==> src/rtl/chbd_pkg.sv <==
// shared types, constants and helper functions of the chunked body decoder
// no dependencies
`timescale 1ns / 1ps

package chbd_pkg;

   localparam int unsigned ByteW   = 8;
   localparam int unsigned StatusW = 3;
   localparam int unsigned LenW    = 32;
   localparam int unsigned LineW   = 8;
   localparam int unsigned CsrAddrW = 3;

   localparam logic [StatusW-1:0] ST_OK        = 3'd0;
   localparam logic [StatusW-1:0] ST_PREMATURE = 3'd1;
   localparam logic [StatusW-1:0] ST_BAD_SIZE  = 3'd2;
   localparam logic [StatusW-1:0] ST_TOO_BIG   = 3'd3;
   localparam logic [StatusW-1:0] ST_LINE_LONG = 3'd4;

   localparam logic [0:0] REG_MAX_CHUNK = 1'b0;
   localparam logic [0:0] REG_MAX_LINE  = 1'b1;

   localparam logic [LenW-1:0]  MAX_CHUNK_RESET = '0;
   localparam logic [LineW-1:0] MAX_LINE_RESET  = 8'd255;

   localparam logic [ByteW-1:0] CHAR_LF = 8'h0A;

   typedef struct packed {
      logic [LenW-1:0]  max_chunk_bytes;
      logic [LineW-1:0] max_line_len;
   } chbd_cfg_type;

   typedef struct packed {
      logic [ByteW-1:0]   data_byte;
      logic               body_done;
      logic [StatusW-1:0] status;
   } chbd_result_type;

   typedef struct packed {
      logic       ok;
      logic [3:0] value;
   } chbd_hex_type;

   function automatic chbd_hex_type hex_decode(input logic [ByteW-1:0] c);
      chbd_hex_type h;
      h.ok    = 1'b1;
      h.value = 4'd0;
      if (c >= 8'h30 && c <= 8'h39) begin
         h.value = 4'(c - 8'h30);
      end else if (c >= 8'h61 && c <= 8'h66) begin
         h.value = 4'(c - 8'h57);
      end else if (c >= 8'h41 && c <= 8'h46) begin
         h.value = 4'(c - 8'h37);
      end else begin
         h.ok = 1'b0;
      end
      return h;
   endfunction

   function automatic logic is_blank(input logic [ByteW-1:0] c);
      return (c == 8'h20) || (c == 8'h09) || (c == 8'h0B) || (c == 8'h0C) || (c == 8'h0D);
   endfunction

endpackage

==> src/rtl/chbd_ifs.sv <==
// valid/ready channel interfaces for wire bytes in and decoded results out
// payload widths from chbd_pkg
`timescale 1ns / 1ps

interface chbd_req_if;
   import chbd_pkg::*;
   logic             valid;
   logic             ready;
   logic [ByteW-1:0] wire_byte;
   logic             wire_end;

   modport source (output valid, output wire_byte, output wire_end, input ready);
   modport sink   (input valid, input wire_byte, input wire_end, output ready);
endinterface

interface chbd_rsp_if;
   import chbd_pkg::*;
   logic               valid;
   logic               ready;
   logic [ByteW-1:0]   data_byte;
   logic               body_done;
   logic [StatusW-1:0] status;

   modport source (output valid, output data_byte, output body_done, output status,
                   input ready);
   modport sink   (input valid, input data_byte, input body_done, input status,
                   output ready);
endinterface

==> src/rtl/chbd_csr.sv <==
// apb-style configuration registers: chunk size limit and line length limit
// depends on chbd_pkg
`timescale 1ns / 1ps

module chbd_csr (
   input  logic                            clock,
   input  logic                            reset,
   input  logic                            psel,
   input  logic                            penable,
   input  logic                            pwrite,
   input  logic [chbd_pkg::CsrAddrW-1:0]   paddr,
   input  logic [31:0]                     pwdata,
   output logic [31:0]                     prdata,
   output logic                            pready,
   output chbd_pkg::chbd_cfg_type          cfg
);
   import chbd_pkg::*;

   logic [LenW-1:0]  max_chunk_ff, max_chunk_in;
   logic [LineW-1:0] max_line_ff, max_line_in;
   logic             wr_en;

   assign pready = 1'b1;
   assign wr_en  = psel && penable && pwrite && pready;

   always_comb begin
      max_chunk_in = max_chunk_ff;
      max_line_in  = max_line_ff;
      if (wr_en) begin
         case (paddr[2:2])
            REG_MAX_CHUNK: max_chunk_in = pwdata;
            REG_MAX_LINE:  max_line_in  = pwdata[LineW-1:0];
            default: ;
         endcase
      end
   end

   always_ff @(posedge clock) begin
      if (reset) begin
         max_chunk_ff <= MAX_CHUNK_RESET;
         max_line_ff  <= MAX_LINE_RESET;
      end else begin
         max_chunk_ff <= max_chunk_in;
         max_line_ff  <= max_line_in;
      end
   end

   always_comb begin
      case (paddr[2:2])
         REG_MAX_CHUNK: prdata = max_chunk_ff;
         REG_MAX_LINE:  prdata = {{(32 - LineW){1'b0}}, max_line_ff};
         default:       prdata = '0;
      endcase
   end

   assign cfg.max_chunk_bytes = max_chunk_ff;
   assign cfg.max_line_len    = max_line_ff;

endmodule

==> src/rtl/chbd_parser.sv <==
// framing state machine: size line parsing, data pass-through, trailer lines, errors
// depends on chbd_pkg
`timescale 1ns / 1ps

module chbd_parser (
   input  logic                            clock,
   input  logic                            reset,
   input  logic                            accept,
   input  logic [chbd_pkg::ByteW-1:0]      wire_byte,
   input  logic                            wire_end,
   input  chbd_pkg::chbd_cfg_type          cfg,
   output logic                            res_valid,
   output chbd_pkg::chbd_result_type       res
);
   import chbd_pkg::*;

   localparam logic [2:0] PH_SIZE  = 3'd0;
   localparam logic [2:0] PH_DATA  = 3'd1;
   localparam logic [2:0] PH_TRAIL = 3'd2;
   localparam logic [2:0] PH_FINAL = 3'd3;
   localparam logic [2:0] PH_DONE  = 3'd4;
   localparam logic [2:0] PH_ERROR = 3'd5;

   logic [2:0]       phase_ff, phase_in;
   logic [LenW-1:0]  chunk_len_ff, chunk_len_in;
   logic [LenW-1:0]  bytes_left_ff, bytes_left_in;
   logic [LineW-1:0] line_count_ff, line_count_in;
   logic             got_ff, got_in;
   logic             closed_ff, closed_in;
   logic             started_ff, started_in;
   chbd_hex_type     hex;
   logic             is_lf;
   logic             line_full;
   logic [LenW-1:0]  left_dec;

   assign hex       = hex_decode(wire_byte);
   assign is_lf     = (wire_byte == CHAR_LF);
   assign line_full = (line_count_ff >= cfg.max_line_len);
   assign left_dec  = bytes_left_ff - 32'd1;

   always_comb begin
      phase_in      = phase_ff;
      chunk_len_in  = chunk_len_ff;
      bytes_left_in = bytes_left_ff;
      line_count_in = line_count_ff;
      got_in        = got_ff;
      closed_in     = closed_ff;
      started_in    = started_ff;
      res_valid     = 1'b0;
      res           = '0;
      if (accept && phase_ff != PH_DONE && phase_ff != PH_ERROR) begin
         if (wire_end) begin
            phase_in   = PH_ERROR;
            res_valid  = 1'b1;
            res.status = ST_PREMATURE;
         end else begin
            case (phase_ff)
               PH_SIZE: begin
                  if (is_lf) begin
                     if (!got_ff) begin
                        phase_in   = PH_ERROR;
                        res_valid  = 1'b1;
                        res.status = ST_BAD_SIZE;
                     end else if (cfg.max_chunk_bytes != '0 &&
                                  chunk_len_ff > cfg.max_chunk_bytes) begin
                        phase_in   = PH_ERROR;
                        res_valid  = 1'b1;
                        res.status = ST_TOO_BIG;
                     end else begin
                        line_count_in = '0;
                        got_in        = 1'b0;
                        closed_in     = 1'b0;
                        started_in    = 1'b0;
                        bytes_left_in = chunk_len_ff;
                        phase_in      = (chunk_len_ff == '0) ? PH_FINAL : PH_DATA;
                     end
                  end else if (line_full) begin
                     phase_in   = PH_ERROR;
                     res_valid  = 1'b1;
                     res.status = ST_LINE_LONG;
                  end else begin
                     line_count_in = line_count_ff + 8'd1;
                     if (started_ff || !is_blank(wire_byte)) begin
                        started_in = 1'b1;
                        if (!closed_ff) begin
                           if (!hex.ok) begin
                              closed_in = 1'b1;
                           end else if (chunk_len_ff[LenW-1:LenW-4] != 4'd0) begin
                              phase_in   = PH_ERROR;
                              res_valid  = 1'b1;
                              res.status = ST_TOO_BIG;
                           end else begin
                              chunk_len_in = {chunk_len_ff[LenW-5:0], hex.value};
                              got_in       = 1'b1;
                           end
                        end
                     end
                  end
               end
               PH_DATA: begin
                  bytes_left_in = left_dec;
                  if (left_dec == '0) begin
                     phase_in      = PH_TRAIL;
                     line_count_in = '0;
                  end
                  res_valid     = 1'b1;
                  res.data_byte = wire_byte;
               end
               PH_TRAIL, PH_FINAL: begin
                  if (is_lf) begin
                     line_count_in = '0;
                     if (phase_ff == PH_FINAL) begin
                        phase_in      = PH_DONE;
                        res_valid     = 1'b1;
                        res.body_done = 1'b1;
                     end else begin
                        phase_in     = PH_SIZE;
                        chunk_len_in = '0;
                        got_in       = 1'b0;
                        closed_in    = 1'b0;
                        started_in   = 1'b0;
                     end
                  end else if (line_full) begin
                     phase_in   = PH_ERROR;
                     res_valid  = 1'b1;
                     res.status = ST_LINE_LONG;
                  end else begin
                     line_count_in = line_count_ff + 8'd1;
                  end
               end
               default: ;
            endcase
         end
      end
   end

   always_ff @(posedge clock) begin
      if (reset) begin
         phase_ff      <= PH_SIZE;
         chunk_len_ff  <= '0;
         bytes_left_ff <= '0;
         line_count_ff <= '0;
         got_ff        <= 1'b0;
         closed_ff     <= 1'b0;
         started_ff    <= 1'b0;
      end else begin
         phase_ff      <= phase_in;
         chunk_len_ff  <= chunk_len_in;
         bytes_left_ff <= bytes_left_in;
         line_count_ff <= line_count_in;
         got_ff        <= got_in;
         closed_ff     <= closed_in;
         started_ff    <= started_in;
      end
   end

   a_error_sticky: assert property (@(posedge clock) disable iff (reset)
      phase_ff == PH_ERROR |=> phase_ff == PH_ERROR)
      else $error("error phase left");

   a_data_left: assert property (@(posedge clock) disable iff (reset)
      phase_ff == PH_DATA |-> bytes_left_ff != '0)
      else $error("data phase with no bytes left");

   a_fail_enters_error: assert property (@(posedge clock) disable iff (reset)
      res_valid && res.status != ST_OK |=> phase_ff == PH_ERROR)
      else $error("error result without error phase");

   a_done_result_once: assert property (@(posedge clock) disable iff (reset)
      phase_ff == PH_DONE |-> !res_valid)
      else $error("result after body done");

endmodule

==> src/rtl/chbd_out_buf.sv <==
// result register with one skid entry so one more input transfer can be taken under output stall
// depends on chbd_pkg
`timescale 1ns / 1ps

module chbd_out_buf (
   input  logic                       clock,
   input  logic                       reset,
   input  logic                       push,
   input  chbd_pkg::chbd_result_type  push_data,
   output logic                       can_accept,
   output logic                       out_valid,
   input  logic                       out_ready,
   output chbd_pkg::chbd_result_type  out_data
);
   import chbd_pkg::*;

   logic            out_valid_ff, out_valid_in;
   logic            skid_valid_ff, skid_valid_in;
   chbd_result_type out_ff, out_in;
   chbd_result_type skid_ff, skid_in;
   logic            pop;

   assign pop        = out_valid_ff && out_ready;
   assign can_accept = !skid_valid_ff;

   always_comb begin
      out_valid_in  = out_valid_ff;
      skid_valid_in = skid_valid_ff;
      out_in        = out_ff;
      skid_in       = skid_ff;
      if (!out_valid_ff || pop) begin
         if (skid_valid_ff) begin
            out_in        = skid_ff;
            out_valid_in  = 1'b1;
            skid_valid_in = 1'b0;
         end else begin
            out_in       = push_data;
            out_valid_in = push;
         end
      end else if (push) begin
         skid_in       = push_data;
         skid_valid_in = 1'b1;
      end
   end

   always_ff @(posedge clock) begin
      if (reset) begin
         out_valid_ff  <= 1'b0;
         skid_valid_ff <= 1'b0;
      end else begin
         out_valid_ff  <= out_valid_in;
         skid_valid_ff <= skid_valid_in;
      end
      out_ff  <= out_in;
      skid_ff <= skid_in;
   end

   assign out_valid = out_valid_ff;
   assign out_data  = out_ff;

   a_skid_behind_out: assert property (@(posedge clock) disable iff (reset)
      skid_valid_ff |-> out_valid_ff)
      else $error("skid entry without result register");

   a_no_push_when_full: assert property (@(posedge clock) disable iff (reset)
      skid_valid_ff |-> !push)
      else $error("transfer into full buffer");

   a_skid_held: assert property (@(posedge clock) disable iff (reset)
      skid_valid_ff && !pop |=> skid_valid_ff && $stable(skid_ff))
      else $error("buffered result lost");

endmodule

==> src/rtl/http_chunked_body_decoder.sv <==
// top level: one wire byte in per cycle, at most one decoded result out
// latency: a result is on the rsp channel the cycle after its byte's transfer when the
// result register is free, else once the results ahead of it have left
// throughput: one byte per cycle; ready drops only while both result slots are full
// reset (synchronous, active high) returns framing and error state to the start
// and the limits to their defaults; depends on chbd_pkg, chbd_ifs, chbd_csr,
// chbd_parser, chbd_out_buf
`timescale 1ns / 1ps

module http_chunked_body_decoder (
   input  logic                            clock,
   input  logic                            reset,
   chbd_req_if.sink                        req_chan,
   chbd_rsp_if.source                      rsp_chan,
   input  logic                            psel,
   input  logic                            penable,
   input  logic                            pwrite,
   input  logic [chbd_pkg::CsrAddrW-1:0]   paddr,
   input  logic [31:0]                     pwdata,
   output logic [31:0]                     prdata,
   output logic                            pready
);
   import chbd_pkg::*;

   chbd_cfg_type    cfg;
   chbd_result_type res;
   chbd_result_type out_data;
   logic            res_valid;
   logic            can_accept;
   logic            accept;

   assign req_chan.ready = can_accept;
   assign accept         = req_chan.valid && can_accept;

   chbd_csr u_csr (
      .clock   (clock),
      .reset   (reset),
      .psel    (psel),
      .penable (penable),
      .pwrite  (pwrite),
      .paddr   (paddr),
      .pwdata  (pwdata),
      .prdata  (prdata),
      .pready  (pready),
      .cfg     (cfg)
   );

   chbd_parser u_parser (
      .clock     (clock),
      .reset     (reset),
      .accept    (accept),
      .wire_byte (req_chan.wire_byte),
      .wire_end  (req_chan.wire_end),
      .cfg       (cfg),
      .res_valid (res_valid),
      .res       (res)
   );

   chbd_out_buf u_out_buf (
      .clock      (clock),
      .reset      (reset),
      .push       (res_valid),
      .push_data  (res),
      .can_accept (can_accept),
      .out_valid  (rsp_chan.valid),
      .out_ready  (rsp_chan.ready),
      .out_data   (out_data)
   );

   assign rsp_chan.data_byte = out_data.data_byte;
   assign rsp_chan.body_done = out_data.body_done;
   assign rsp_chan.status    = out_data.status;

endmodule

==> src/flat_wrapper.sv <==
// flat-port wrapper written by rule: the top's interface ports become plain ports
module http_chunked_body_decoder_flat import chbd_pkg::*;
  (clock, reset, psel, penable, pwrite, paddr, pwdata, prdata, pready, req_chan_valid, req_chan_wire_byte, req_chan_wire_end, req_chan_ready, rsp_chan_valid, rsp_chan_data_byte, rsp_chan_body_done, rsp_chan_status, rsp_chan_ready);
  chbd_req_if req_chan_i ();
  chbd_rsp_if rsp_chan_i ();
  input  logic clock;
  input  logic reset;
  input  logic psel;
  input  logic penable;
  input  logic pwrite;
  input  logic [chbd_pkg::CsrAddrW-1:0] paddr;
  input  logic [31:0] pwdata;
  output logic [31:0] prdata;
  output logic pready;
  input wire logic [$bits(req_chan_i.valid)-1:0] req_chan_valid;
  input wire logic [$bits(req_chan_i.wire_byte)-1:0] req_chan_wire_byte;
  input wire logic [$bits(req_chan_i.wire_end)-1:0] req_chan_wire_end;
  output wire logic [$bits(req_chan_i.ready)-1:0] req_chan_ready;
  output wire logic [$bits(rsp_chan_i.valid)-1:0] rsp_chan_valid;
  output wire logic [$bits(rsp_chan_i.data_byte)-1:0] rsp_chan_data_byte;
  output wire logic [$bits(rsp_chan_i.body_done)-1:0] rsp_chan_body_done;
  output wire logic [$bits(rsp_chan_i.status)-1:0] rsp_chan_status;
  input wire logic [$bits(rsp_chan_i.ready)-1:0] rsp_chan_ready;
  assign req_chan_i.valid = req_chan_valid;
  assign req_chan_i.wire_byte = req_chan_wire_byte;
  assign req_chan_i.wire_end = req_chan_wire_end;
  assign req_chan_ready = req_chan_i.ready;
  assign rsp_chan_valid = rsp_chan_i.valid;
  assign rsp_chan_data_byte = rsp_chan_i.data_byte;
  assign rsp_chan_body_done = rsp_chan_i.body_done;
  assign rsp_chan_status = rsp_chan_i.status;
  assign rsp_chan_i.ready = rsp_chan_ready;
  http_chunked_body_decoder u_core (.clock(clock), .reset(reset), .req_chan(req_chan_i), .rsp_chan(rsp_chan_i), .psel(psel), .penable(penable), .pwrite(pwrite), .paddr(paddr), .pwdata(pwdata), .prdata(prdata), .pready(pready));
endmodule
==> config.mk <==
export PLATFORM = sky130hd
export DESIGN_NAME = http_chunked_body_decoder_flat
export DESIGN_NICKNAME = d
export VERILOG_FILES = /design/src/rtl/chbd_pkg.sv /design/src/rtl/chbd_ifs.sv /design/src/rtl/chbd_csr.sv /design/src/rtl/chbd_parser.sv /design/src/rtl/chbd_out_buf.sv /design/src/rtl/http_chunked_body_decoder.sv /design/src/flat_wrapper.sv
export SDC_FILE = /design/constraint.sdc
export NUM_CORES = 1
export LEC_CHECK = 0
export ABC_AREA = 1
export BUFFER_PORTS_ARGS = -buffer_cell sky130_fd_sc_hd__buf_2
export CELL_PAD_IN_SITES_DETAIL_PLACEMENT = 0
export CELL_PAD_IN_SITES_GLOBAL_PLACEMENT = 1
export CORE_MARGIN = 2
export CORE_UTILIZATION = 30
export CTS_BUF_LIST = sky130_fd_sc_hd__clkbuf_16
export CTS_CLUSTER_DIAMETER = 120
export DETAILED_ROUTE_END_ITERATION = 8
export PLACE_DENSITY = 0.66
export REMOVE_ABC_BUFFERS = 1
export SYNTH_ARGS = -nofsm -noshare
export SYNTH_HDL_FRONTEND = slang
export SYNTH_HIERARCHICAL = 1
export SYNTH_SLANG_ARGS = --single-unit
==> constraint.sdc <==
create_clock -name clock -period 3.5 [get_ports clock]
set_input_delay 0 -clock clock [delete_from_list [all_inputs] [get_ports clock]]
set_output_delay 0 -clock clock [all_outputs]
set_load 0.1 [all_outputs]
# Yosys cells after proc, flatten, opt, wreduce, memory -nomap -nowiden
# Index checks and enable logic that the tools add are counted.
[totals] reg_bits=144 inputBits=51 out_inout_bits=47 elab_cells=205
[classes] add_sub_neg=5 n_lt_le_gt_ge=8 eq_ne=36 n_mux=97 n_bitwise=3 n_reduce_logical=39
[op_table] operator="two-way mux 32 bit" n=11
[op_table] operator="case mux 32 bit (2 select lines)" n=3
[op_table] operator="zero test 32 bit" n=2
[op_table] operator="two-way mux 8 bit" n=7
[op_table] operator="two-way mux 3 bit" n=18
[op_table] operator="equality test 8 x 4 -> 1 bit, second input constant" n=5
[op_table] operator="two-way mux 1 bit" n=38
[op_table] operator="> comparator 32 bit" n=1
[op_table] operator="nonzero test 32 bit" n=1
[op_table] operator="subtractor 32 x 1 -> 32 bit, second input constant" n=1
[op_table] operator="!= test 3 bit, second input constant" n=10
[op_table] operator="two-way mux 12 bit" n=2
[op_table] operator="!= test 2 bit, second input constant" n=12
[op_table] operator="case mux 8 bit (3 select lines)" n=1
[op_table] operator="!= test 5 bit, second input constant" n=4
[op_table] operator="greater-or-equal comparator 8 x 7 -> 1 bit, second input constant" n=2
[op_table] operator="<= comparator 8 x 7 -> 1 bit, second input constant" n=2
[op_table] operator="two-way mux 2 bit" n=7
[op_table] operator="two-way mux 4 bit" n=3
[op_table] operator="AND reduction 6 bit" n=2
[op_table] operator="AND reduction 11 bit" n=1
[op_table] operator="logical AND 1 bit" n=10
[op_table] operator="AND reduction 10 bit" n=1
[op_table] operator="two-way mux 9 bit" n=1
[op_table] operator="other kinds (25)" n=43

# Logic depth before layout (Yosys ltp)
[depth] depth_word=14 ltp_mapped=21 ltp_nobuf=21

# Modules after synthesis
# Netlist, hierarchy kept.
[by_module_without_submodules] module="chbd_parser" instances=1 cells_each=1001 area_per_inst_um2=6317.3 seq_area_each_um2=1561.5
[by_module_without_submodules] module="chbd_csr" instances=1 cells_each=325 area_per_inst_um2=2024.4 seq_area_each_um2=800.8
[by_module_without_submodules] module="chbd_out_buf" instances=1 cells_each=75 area_per_inst_um2=958.4 seq_area_each_um2=760.7
[by_module_without_submodules] module="http_chunked_body_decoder" instances=1 cells_each=2 area_per_inst_um2=7.5 seq_area_each_um2=0.0

# Worst setup path before layout
# OpenSTA, ideal clock, no wires.
[synth_timing] kind="flip-flop to flip-flop" startpoint="register u_core.u_csr.max_chunk_ff[31]" endpoint="register u_core/u_out_buf/skid_ff[0] (netlist name) (enable)" setup_time_ns=0.380 arrival_ns=2.272 required_time_ns=3.120 slack_ns=0.848 stages_incl_launch_ff=19 n_path_buf=0 synth_period_minus_slack_ns=2.652 cell_sequence="dfxtp_1 > inv_1 > ha_1 > nand2_1 > nor2_1 > nand4_1 > inv_1 > nand3_1 > inv_1 > nand2_1 > nand2_1 > nand2_1 > nand2_1 > o211ai_1 > o2111ai_1 > nand2_1 > inv_1 > inv_1 > nor2_1"
[synth_via] elab_chain_cells=9 elab_cells_between_ends=10 cone_classes="order compare: 1; mux: 6; reduce/logical: 3"
[synth_rtl] item="start: declaration" line_no="chbd_csr.sv:19" rtl="logic [LenW-1:0] max_chunk_ff, max_chunk_in;"
[synth_rtl] item="start signal: assignment" line_no="chbd_csr.sv:43" rtl="max_chunk_ff <= max_chunk_in;"
[synth_rtl] item="> comparator 32 bit or nonzero test 32 bit (tied branches)" line_no="chbd_parser.sv:65, chbd_parser.sv:64"
[synth_rtl] item="logical AND 1 bit *" line_no="chbd_parser.sv:64" rtl="end else if (cfg.max_chunk_bytes != '0 &&"
[synth_rtl] item="two-way mux 1 bit *" line_no="chbd_parser.sv:64"
[synth_rtl] item="two-way mux 1 bit *" line_no="chbd_parser.sv:60" rtl="if (!got_ff) begin"
[synth_rtl] item="two-way mux 1 bit *" line_no="chbd_parser.sv:59" rtl="if (is_lf) begin"
[synth_rtl] item="case mux 1 bit (3 select lines) *" line_no="chbd_parser.sv:57" rtl="case (phase_ff)"
[synth_rtl] item="two-way mux 1 bit *" line_no="chbd_parser.sv:52" rtl="if (wire_end) begin"
[synth_rtl] item="two-way mux 1 bit *" line_no="chbd_parser.sv:51" rtl="if (accept && phase_ff != PH_DONE && phase_ff != PH_ERROR) begin"
[synth_rtl] item="named net u_core.res_valid" line_no="http_chunked_body_decoder.sv:28" rtl="logic res_valid;"
[synth_rtl] item="AND reduction 2 bit (no source line) *"
[synth_rtl] item="end signal: assignment" line_no="chbd_out_buf.sv:55" rtl="skid_ff <= skid_in;"
[synth_rtl] item="end: declaration" line_no="chbd_out_buf.sv:20" rtl="chbd_result_type skid_ff, skid_in;"
# Mark *: on every way through the listed nets, which the timed path passes. The rest lies on a longest branch.
# A chain may end at the register's enable or synchronous reset.

# Final worst setup path
[layout_timing] startpoint="register u_core.u_csr.max_chunk_ff[29]" endpoint="register u_core/u_out_buf/skid_ff[6] (netlist name) (enable)"
# Same word-level chain as after synthesis.

==> flow_summary.yaml <==
sta:
  setup_viol: 0
  slew_headroom: 0.372
  max_freq_mhz: 341
  fin_skew_ns: 0.00867
  post-route-period-util: 0.837
  tightest_slew_ns: 0.942
  final_hold_viol_count: 0
  setup_tns_ns: 0
  rsz0062_at_grt: "no"
  min_period_ns: 2.93
  slew_viol_final: 0
  whs_ns: 0.0308
finish:
  fin_nets: 1607
  final_area_sq_um: 11000
  final_common_cell: "nand2_1"
  fill_cells: 3368
  final_cell_mix: "331 x nand2_1, 216 x nor2_1, 185 x inv_1"
  n_antenna_cell: 0
  synthToLayoutAreaGrowth_pct: 18.0
  drive_gt1_frac: 0.125
routing:
  drc: 0
  first_pass_iters: 5
  wl_mm: 26.6
  antenna_left: 0
  vias: 8851
  wl_per_cell_um: 13.9
  viasPerCell: 4.62
  drt_iter0_drc: 470
synth:
  synth_edf_count: 24
  synthArstFlopShare: 0
  synth_area_per_cell_sq_um: 6.63
  netlist_area_sq_um: 9310
  yosysSeqAreaShare: 0.336
  syn_inst: 1403
  yosysUniqueCellTypes: 46
  synth-main-ff-cell: "dfxtp_1"
  ys_ff_latch: 144
  yosysWarnings: 6
floorplanning:
  rows: 64
  start_util: 0.304
  die_w_um: 180
  die_area_sq_um: 32500
  io_pins: 98
  die_height_um: 180
  core-area_sq_um: 30600
placed_design:
  gp_congestion: 0.810
  dp_hpwl_mm: 19.2
  portBuffers: 94
  place_area_sq_um: 10000
worst_hold_path:
  holdPathEnd: "u_core/u_csr/max_line_ff[5]"
  min_path_type: "in -> reg"
  hold_depth: 5
  hp-start: "penable"
grt:
  antenna_found_initial: 0
  first_global_vias: 8398
  grt_pass1_wl_mm: 43.5
  grt_usage: 0.164
  grt_max_degree: 54
  gr-total-overflow: 0
critical_path:
  reg2reg_to: "u_core/u_out_buf/skid_ff[6]"
  start_kind: "flop"
  worstPathCellList: "inv_1, ha_1, nand2_1, nor2_1, nand4_1, inv_1, nand3_1, inv_1, nand2_1, nand2_1, nand2_1, nand2_1, o211ai_1, o2111ai_1, nand2_1, inv_1, inv_1, nor2_2"
  cp_common_cell: "nand2_1"
  crit_arrival_ns: 2.99
  critPathKind: "reg -> reg"
  r2r_setup_slack_ns: 0.57
  reg2regPathDepth: 18
  max_stage_delay_ns: 0.50
  r2r_start: "u_core/u_csr/max_chunk_ff[29]"
  worst-path-max-fanout: 12
  critical_path_required_ns: 3.56
  slowest_stage: "nor2_2"
  setup.worst_path.end_class: "flop"
clock_tree:
  clock_sinks: 144
  clock_path_buffers: 2
  clk_pin_slew_worst_paths_ns: 0.07
  clk_latency_ns: 0.43
  numCtsBuffers: 17
  cts_htree_levels: 4
  cts_tree: "yes"
  cts-root-buf: "clkbuf_16"
power_and_ir_drop:
  powerDensity_nw_per_um2: 633
  vdd_ir_drop_max_mv: 0.247
  p_leak_nw: 5.12
run_status:
  status: "finished, final reports clean"
flow_run:
  max_cap_violations: 0
==> worst max-delay path: cells and delay by family (launching register included) <==
family | cells | cell delay (ns)
AND/OR/NAND/NOR | 10 | 1.31
buffers and inverters | 5 | 0.39
AO/OA/AOI/OAI | 2 | 0.21
adder cells (fa/ha/maj) | 1 | 0.29
flip-flops | 1 | 0.35
==> sequential cells by signal, indices dropped and copies added, names as in the netlist <==
| signal | count |
|---|---|
| u_core/u_csr/max_chunk_ff | 32 |
| u_core/u_csr/max_line_ff | 8 |
| u_core/u_out_buf/out_data | 12 |
| u_core/u_out_buf/out_valid | 1 |
| u_core/u_out_buf/skid_ff | 12 |
| u_core/u_out_buf/skid_valid_ff | 1 |
| u_core/u_parser/bytes_left_ff | 32 |
| u_core/u_parser/chunk_len_ff | 32 |
| u_core/u_parser/closed_ff | 1 |
| u_core/u_parser/got_ff | 1 |
| u_core/u_parser/line_count_ff | 8 |
| u_core/u_parser/phase_ff | 3 |
| u_core/u_parser/started_ff | 1 |
==> cell type report <==
cell class	instances	area, sq um	share of cell area
clock buffers	17	425	0.0387
clock inverters	15	171	0.0156
inverters	196	736	0.0670
multi-input cells	1004	5070	0.462
flip-flops and latches	144	3120	0.284
well taps	396	495	0.0451
repair buffers	145	958	0.0873
==> Yosys cell counts (all sizes together) (2+ instances only) <==
| cell type | count | area, sq um |
|---|---|---|
| a21oi | 81 | 409 |
| nor3 | 29 | 156 |
| xnor2 | 2 | 17.5 |
| ha | 48 | 601 |
| o21a | 4 | 30.0 |
| nor4 | 10 | 77.6 |
| o211ai | 2 | 15.0 |
| nand3 | 85 | 463 |
| buf | 38 | 299 |
| nand3b | 6 | 45.0 |
| o21ai | 92 | 468 |
| edfxtp | 24 | 721 |
| a211oi | 11 | 87.6 |
| nand4 | 27 | 169 |
| dfxtp | 120 | 2400 |
| xor2 | 11 | 104 |
| clkinv | 2 | 7.51 |
| nand2 | 338 | 1300 |
| a31oi | 16 | 100 |
| inv | 194 | 728 |
| nor2 | 236 | 968 |
| clkbuf | 21 | 82.6 |
==> how the worst max path moves through the flow <==
stage / startpoint / endpoint / slack, ns / cells past startpoint
2_1_floorplan: u_core/u_parser/phase_ff[0] / u_core/u_parser/bytes_left_ff[0] / 0.36 / 7
3_3_place_gp: u_core/u_csr/max_chunk_ff[29] / u_core/u_out_buf/skid_ff[5] / 0.34 / 18
3_5_place_dp: u_core/u_csr/max_chunk_ff[29] / u_core/u_out_buf/skid_ff[6] / 0.27 / 18
4_1_cts: u_core/u_csr/max_chunk_ff[29] / u_core/u_out_buf/skid_ff[5] / 0.28 / 18
5_1_grt: u_core/u_csr/max_chunk_ff[29] / u_core/u_out_buf/skid_ff[5] / 0.21 / 18
6_report: u_core/u_csr/max_chunk_ff[29] / u_core/u_out_buf/skid_ff[6] / 0.57 / 18
==> logic make-up after synthesis <==
| logic type | share of synthesized area |
|---|---|
| other | 0.000403 |
| buffers and inverters | 0.120 |
| DFF | 0.336 |
| AOI/OAI and AO/OA | 0.124 |
| xor gates and xnor gates | 0.0130 |
| adders and majority gates | 0.0645 |
| and+or+nand+nor | 0.343 |
==> power breakdown <==
part | switching, mW | internal, mW
sequential | 0.168 | 1.84
combinational | 2.10 | 0.962
clock | 0.766 | 1.12
total | 3.03 | 3.91
==> per-stage QoR <==
| step | setup WS, ns | instances | util | power, mW |
|---|---|---|---|---|
| after floorplan | 0.359 | 1344 | - | 4.23 |
| after global placement | 0.342 | 1848 | 0.327 | 5.06 |
| after detailed placement | 0.275 | 1848 | 0.327 | 5.07 |
| after CTS | 0.280 | 1917 | 0.359 | 7.01 |
| after global routing | 0.211 | 1917 | 0.359 | 7.47 |
| final | 0.570 | 1917 | 0.359 | 6.95 |
==> what timing repair did <==
action	in CTS	in global routing
gates resized for setup	0	1
hold buffers	37	0
setup endpoints to repair	0	12
hold endpoints to repair	46	0
buffers inserted	0	0
==> routing by layer <==
layer / track usage / part of all wire / up-vias
met4: 0.0442 / 0.013 / 0
li1: - / - / 4727
met5: 0 / 0 / -
met2: 0.262 / 0.44 / 136
met3: 0.0241 / 0.026 / 18
met1: 0.231 / 0.52 / 3970
Power figures use the tool's default switching activity.
